File: src/hw/rtl/mm3_pkg.sv
`default_nettype none
package mm3_pkg;

  localparam int LANE_W  = 64;
  localparam int COUNT_W = 5;

  // What a mix core is asked to do with its 64-bit value.
  typedef enum logic [1:0] {
    MODE_LANE_ONE = 2'd0,
    MODE_LANE_TWO = 2'd1,
    MODE_FINAL    = 2'd2
  } mix_mode_t;

  typedef struct packed {
    logic              start;
    mix_mode_t         mode;
    logic [LANE_W-1:0] value;
  } mix_req_t;

  typedef struct packed {
    logic              done;
    logic [LANE_W-1:0] result;
  } mix_rsp_t;

endpackage
`default_nettype wire

File: src/hw/rtl/mm3_mix_core.sv
`default_nettype none
module mm3_mix_core (
  input  wire logic              clk,
  input  wire logic              rst,
  input  wire mm3_pkg::mix_req_t req,
  output mm3_pkg::mix_rsp_t      rsp
);

  localparam logic [63:0] C1 = 64'h87c37b91114253d5;
  localparam logic [63:0] C2 = 64'h4cf5ad432745937f;
  localparam logic [63:0] F1 = 64'hff51afd7ed558ccd;
  localparam logic [63:0] F2 = 64'hc4ceb9fe1a85ec53;

  typedef enum logic [3:0] {
    CS_IDLE  = 4'b0001,
    CS_MUL_A = 4'b0010,
    CS_MUL_B = 4'b0100,
    CS_DONE  = 4'b1000
  } core_state_t;

  core_state_t        state;
  logic [1:0]         phase;
  mm3_pkg::mix_mode_t mode;
  logic [63:0]        v;
  logic [63:0]        pp_lo;
  logic [31:0]        cross_a;
  logic [31:0]        cross_b;

  logic [63:0] mult_k;
  logic [31:0] op_a;
  logic [31:0] op_b;
  logic [63:0] prod;
  logic [63:0] full_prod;

  function automatic logic [63:0] xshift33(input logic [63:0] x);
    return x ^ {33'b0, x[63:33]};
  endfunction

  function automatic logic [63:0] const_a(input mm3_pkg::mix_mode_t m);
    logic [63:0] k;
    unique case (m)
      mm3_pkg::MODE_LANE_ONE: k = C1;
      mm3_pkg::MODE_LANE_TWO: k = C2;
      mm3_pkg::MODE_FINAL:    k = F1;
      default:                k = C1;
    endcase
    return k;
  endfunction

  function automatic logic [63:0] const_b(input mm3_pkg::mix_mode_t m);
    logic [63:0] k;
    unique case (m)
      mm3_pkg::MODE_LANE_ONE: k = C2;
      mm3_pkg::MODE_LANE_TWO: k = C1;
      mm3_pkg::MODE_FINAL:    k = F2;
      default:                k = C2;
    endcase
    return k;
  endfunction

  function automatic logic [63:0] pre_op(input mm3_pkg::mix_mode_t m, input logic [63:0] x);
    return (m == mm3_pkg::MODE_FINAL) ? xshift33(x) : x;
  endfunction

  function automatic logic [63:0] mid_op(input mm3_pkg::mix_mode_t m, input logic [63:0] x);
    logic [63:0] y;
    unique case (m)
      mm3_pkg::MODE_LANE_ONE: y = {x[32:0], x[63:33]};  // rotl 31
      mm3_pkg::MODE_LANE_TWO: y = {x[30:0], x[63:31]};  // rotl 33
      mm3_pkg::MODE_FINAL:    y = xshift33(x);
      default:                y = x;
    endcase
    return y;
  endfunction

  // 64x64 low product from three 32x32 partials, one per cycle, then combined in a final step.
  assign mult_k    = (state == CS_MUL_A) ? const_a(mode) : const_b(mode);
  assign op_a      = (phase == 2'd1) ? v[63:32] : v[31:0];
  assign op_b      = (phase == 2'd2) ? mult_k[63:32] : mult_k[31:0];
  assign prod      = op_a * op_b;
  assign full_prod = pp_lo + {cross_a + cross_b, 32'b0};

  always_ff @(posedge clk) begin
    if (rst) begin
      state <= CS_IDLE;
      phase <= 2'd0;
      mode  <= mm3_pkg::MODE_LANE_ONE;
    end else begin
      unique case (state)
        CS_IDLE: begin
          if (req.start) begin
            v     <= pre_op(req.mode, req.value);
            mode  <= req.mode;
            phase <= 2'd0;
            state <= CS_MUL_A;
          end
        end
        CS_MUL_A, CS_MUL_B: begin
          phase <= phase + 2'd1;
          unique case (phase)
            2'd0: pp_lo   <= prod;
            2'd1: cross_a <= prod[31:0];
            2'd2: cross_b <= prod[31:0];
            2'd3: begin
              if (state == CS_MUL_A) begin
                v     <= mid_op(mode, full_prod);
                state <= CS_MUL_B;
              end else begin
                v     <= (mode == mm3_pkg::MODE_FINAL) ? xshift33(full_prod) : full_prod;
                state <= CS_DONE;
              end
            end
            default: ;
          endcase
        end
        CS_DONE: state <= CS_IDLE;
        default: state <= CS_IDLE;
      endcase
    end
  end

  assign rsp.done   = (state == CS_DONE);
  assign rsp.result = v;

endmodule
`default_nettype wire

File: config.mk
export PLATFORM = sky130hd
export DESIGN_NAME = mm3_mix_core
export DESIGN_NICKNAME = d
export VERILOG_FILES = /design/src/hw/rtl/mm3_pkg.sv /design/src/hw/rtl/mm3_mix_core.sv
export SDC_FILE = /design/constraint.sdc
export NUM_CORES = 2
export LEC_CHECK = 0
export BUFFER_PORTS_ARGS = -buffer_cell sky130_fd_sc_hd__buf_4
export CORE_ASPECT_RATIO = 1.5
export CORE_MARGIN = 8
export CORE_UTILIZATION = 40
export DETAILED_ROUTE_END_ITERATION = 8
export PLACE_DENSITY_LB_ADDON = 0.05
export SETUP_SLACK_MARGIN = 0.02
export SYNTH_ARGS = -nofsm -noshare
export SYNTH_HDL_FRONTEND = slang
export SYNTH_SLANG_ARGS = --single-unit
File: constraint.sdc
create_clock -name clk -period 29.5 [get_ports clk]
set_clock_uncertainty 0.1 [all_clocks]
set_input_delay 8.85 -clock clk [delete_from_list [all_inputs] [get_ports clk]]
set_output_delay 8.85 -clock clk [all_outputs]
set_load 0.01 [all_outputs]
Word-level counts from Yosys, hierarchy flattened
Cells that the tools add are included.
Widths: inputs -> output; s select.
{"block": "word_totals", "wordCells": 55, "in_bits": 69, "reg_bits": 200, "output_inout_bits": 65}
{"block": "op_classes", "multipliers": 1, "n_addsub": 3, "n_reduce_logical": 11, "n_eq_ne": 12, "bitwise": 3, "n_mux": 18}
{"cell": "$mux 64", "n": 6}
{"cell": "$pmux 64 s2", "n": 3}
{"cell": "$pmux 64 s3", "n": 1}
{"cell": "$xor 64x31->64", "n": 2}
{"cell": "$add 64x64->64", "n": 1}
{"cell": "$mul 32x32->64", "n": 1}
{"cell": "$mux 32", "n": 2}
{"cell": "$add 32x32->32", "n": 1}
{"cell": "$mux 4", "n": 3}
{"cell": "$reduce_and 3->1", "n": 3}
{"cell": "$eq 2x2->1 const B", "n": 4}
{"cell": "$pmux 4 s2", "n": 1}
{"cell": "$reduce_and 2->1", "n": 3}
{"cell": "$eq 2x1->1 const B", "n": 2}
{"cell": "$eq 4x1->1 const B", "n": 1}
{"cell": "$eq 4x2->1 const B", "n": 1}
{"cell": "$eq 4x3->1 const B", "n": 1}
{"cell": "$eq 4x4->1 const B", "n": 1}
{"cell": "$logic_not 2->1", "n": 2}
{"cell": "$ne 2x2->1 const B", "n": 2}
{"cell": "$pmux 2 s2", "n": 1}
{"cell": "$reduce_and 4->1", "n": 1}
{"cell": "$add 2x1->2 const B", "n": 1}
{"cell": "$mux 2", "n": 1}
{"cell": "3 further kinds", "n": 3}

Longest topological paths before layout
{"block": "logic_depth", "depth_word": 7, "ltp_mapped": 37, "ltp_nobuf": 34}

Least setup slack after synthesis
Ideal clock, no wire load.
{"block": "synth_timing", "path_type": "input to register", "startpoint": "input port rst", "endpoint": "register pp_lo[0], enable pin", "path_slack_ns": 15.051, "required_ns": 28.822, "n_path_buf": 1, "arrival_ns": 13.771, "setup_ns": 0.578, "cell_stages": 2, "cell_sequence": "clkbuf_1 > nor3b_1"}
{"block": "synth_via", "elab_chain_cells": 2}
{"item": "start: declaration", "line_no": "mm3_mix_core.sv:4", "source": "input wire logic rst,"}
{"item": "$not 1->1 (no source line)"}
{"item": "$reduce_and 3->1 (no source line)"}
{"item": "end signal: assignment", "line_no": "mm3_mix_core.sv:101", "source": "2'd0: pp_lo <= prod;"}
{"item": "end: declaration", "line_no": "mm3_mix_core.sv:25", "source": "logic [63:0] pp_lo;"}
No other way between the ends.
A chain may end at the register's enable or synchronous reset.

Worst setup path in the final report
{"block": "layout_timing", "startpoint": "register state[1]", "endpoint": "register pp_lo[61], data pin"}
{"block": "layout_via", "elab_chain_cells": 4}
{"item": "start: declaration", "line_no": "mm3_mix_core.sv:21", "source": "core_state_t state;"}
{"item": "start signal: assignment", "line_no": "mm3_mix_core.sv:85", "source": "state <= CS_IDLE;"}
{"item": "start signal: assignment", "line_no": "mm3_mix_core.sv:95", "source": "state <= CS_MUL_A;"}
{"item": "start signal: assignment", "line_no": "mm3_mix_core.sv:107", "source": "state <= CS_MUL_B;"}
{"item": "$eq 4x2->1", "line_no": "mm3_mix_core.sv:77", "source": "assign mult_k = (state == CS_MUL_A) ? const_a(mode) : const_b(mode);"}
{"item": "$mux 64", "line_no": "mm3_mix_core.sv:77"}
{"item": "$mux 32", "line_no": "mm3_mix_core.sv:79", "source": "assign op_b = (phase == 2'd2) ? mult_k[63:32] : mult_k[31:0];"}
{"item": "$mul 32x32->64", "line_no": "mm3_mix_core.sv:80", "source": "assign prod = op_a * op_b;"}
{"item": "via prod[61]", "line_no": "mm3_mix_core.sv:32", "source": "logic [63:0] prod;"}
The timed path passes the listed nets, and every way through them passes these cells.

==> impl_metrics.yaml <==
timing:
  setup_viol: 0
  final-hold-violation-count: 0
  period_needed_ns: 11.72
  fin_crit_sh_pct: 39.7
  setup_tns_ns: 0
  slew_headroom_pct: 17.5
  worst_slew_pin_slew_ns: 1.23
  fin_ws_ns: 17.78
  maxSlewViolCount: 0
  fmax_mhz: 85.3
  rsz0062_at_grt: "false"
setup_path:
  endpoint_kind: "register"
  arrival_ns: 11.86
  startpoint_type: "register"
  regToRegStartpoint: "state[1]$_SDFFE_PP0P_"
  slowest_stage: "nor3_1"
  startpoint: "state[1]$_SDFFE_PP0P_"
  crit_family: "adder cells"
  reg2regPathDepth: 31
  crit_buf_inv: 8
  reg2reg_slack_ns: 17.78
  crit_cells: 31
  critical_path_class: "reg2reg"
  max_stage_delay_ns: 1.14
  crit_fanout: 24
  critPathRequiredTime_ns: 29.63
  crit_top_cell: "fa_1"
  reg2reg_to: "pp_lo[61]$_DFFE_PP_"
  worstSetupEndpoint: "pp_lo[61]$_DFFE_PP_"
placement:
  dp_hpwl_um: 160000
  dp.cells: 6485
  numPortBuffers: 133
  gp_congestion: 0.959
  pre_cts_slack_ns: 17.89
yosys:
  synth.distinct_cells: 89
  ys_ff_latch: 200
  ys.warnings.count: 0
  avgSynthCellArea_um2: 9.08
  synth_nets: 6327
  synth_common_cells: "906 x inv_1, 898 x fa_1, 689 x nor2_1, 548 x nand2_1, 335 x ha_1"
  yosysTopAreaCell: "fa_1"
  syn_area_um2: 45600
  ys.flop_type: "edfxtp_1"
  yosys-top-cells-area: "fa_1 39%, edfxtp_1 13%, ha_1 9.2%, inv_1 7.5%, nor2_1 5.7%"
  synth.most_common_cell: "inv_1"
  synthCells: 5025
  synth_top_area_share_pct: 39.4
  ys_seq_area_share_pct: 13.0
  synth-edff-count: 192
  synthArstFlopShare_pct: 0
routing:
  wirelength_um: 198000
  antenna_left: 0
  drt_iter0_markers: 2888
  vias: 37400
  viasPerCell: 5.74
  first_pass_iters: 7
  drcViolationCount: 0
  routedWlPerCell_um: 30.3
floorplanning:
  rows: 152
  start_util_pct: 40.1
  die_area_um2: 125000
  die_y_um: 430
  chipWidth_um: 292
  placeableCoreArea_um2: 114000
  io_pins: 134
clocking:
  cts.sinks: 200
  cts_resized: 0
  post-cts-setup-buffer-count: 0
  h-tree-depth: 4
  numCtsBuffers: 17
  path_clk_slew_ns: 0.08
  cts_root_buf: "clkbuf_16"
  worst_skew_pair.late_latency_ns: 0.49
  cts.path.max_buffers: 2
  ctsHoldBuffers: 0
  cts_tree: "built"
run_status:
  status: "completed"
global_route:
  grt_max_degree: 51
  grt_usage_pct: 31.5
  grt_pass1_wl_um: 285000
  grt_antenna_before_repair: 9
  grt_pass1_vias: 39800
  grt-ovfl-total: 0
cells_and_area:
  nets: 6343
  fin_cells: 6520
  area_growth_pct: 7.97
  n_fill_cell: 11400
  layout-drive-gt1-share_pct: 8.09
  post-route-util_pct: 43.3
job:
  drv_cap: 0
min_path:
  min_path_type: "reg2reg"
[logic make-up (layout without fill, tap and decap cells)]
family,after synthesis,after routing,share of synthesized area (%)
adders and majority gates,1233,1233,48.6
muxes,81,81,1.89
and+or+nand+nor,1545,1545,14.1
AOI/OAI and AO/OA,640,640,9.71
DFF,200,200,13.0
other,0,3,0
buffers and inverters,1156,1185,9.52
xor gates and xnor gates,170,170,3.26
[tightest hold or removal path: stages (launching register included)]
cell	delay, ns
dfxtp_1	0.39
a22oi_1	0.08
nor2_1	0.09
[state kept, by name, summed over array words and instances, names as in the netlist]
register,cells
pp_lo,64
v,64
cross_a,32
cross_b,32
state,4
mode,2
phase,2
[how the worst min path moves through the flow]
stage / start / to / slack, ns / cells past startpoint
2_1_floorplan: state[0]$_SDFFE_PP1P_ / state[2]$_SDFFE_PP0P_ / 0.41 / 1
3_3_place_gp: phase[1]$_SDFFE_PP0P_ / phase[1]$_SDFFE_PP0P_ / 0.49 / 2
3_5_place_dp: phase[1]$_SDFFE_PP0P_ / phase[1]$_SDFFE_PP0P_ / 0.47 / 2
4_1_cts: phase[1]$_SDFFE_PP0P_ / phase[1]$_SDFFE_PP0P_ / 0.50 / 2
5_1_grt: phase[1]$_SDFFE_PP0P_ / phase[1]$_SDFFE_PP0P_ / 0.53 / 2
6_report: phase[1]$_SDFFE_PP0P_ / phase[1]$_SDFFE_PP0P_ / 0.50 / 2
[final cells by class]
type                       instances  area, um2  area share, %
multi-input combinational       3669      35700           72.4
sequential                       200       5930           12.0
inverter                         909       3410           6.92
timing repair buffer             244       1830           3.72
tap                             1463       1830           3.71
clock buffer                      18        429          0.871
clock inverter                    14        180          0.366
antenna                            3       7.51         0.0152
[cells in the final DEF (no fill, tap or decap), drive strengths merged, types with 25 or more instances in the layout]
| cell | count |
|---|---|
| xnor2 | 99 |
| nor2 | 690 |
| buf | 244 |
| xor2 | 71 |
| a21oi | 166 |
| mux2i | 43 |
| nor3 | 103 |
| nand2b | 27 |
| nand3 | 69 |
| mux2 | 38 |
| fa | 898 |
| a22o | 31 |
| ha | 335 |
| a221oi | 39 |
| o21bai | 25 |
| inv | 915 |
| nand2 | 548 |
| a21o | 60 |
| o21ai | 101 |
| edfxtp | 192 |
[stage by stage]
step,hold WS [ns],area [um2]
after floorplan,0.408,45600
after global placement,0.487,48700
after detailed placement,0.470,48700
after CTS,0.498,49300
after global routing,0.529,49300
final,0.500,49300
[layer usage]
layer	track usage [%]	vias to the layer above	wire (um)
li1	-	16000	-
met1	37.3	19400	73700
met2	54.3	1532	97000
met3	3.68	501	11100
met4	19.8	2	15800
met5	0	-	13
Power is left out: the tool's default activity adds up to more than one toggle a clock period on the data nets, which glitch-free logic cannot reach.
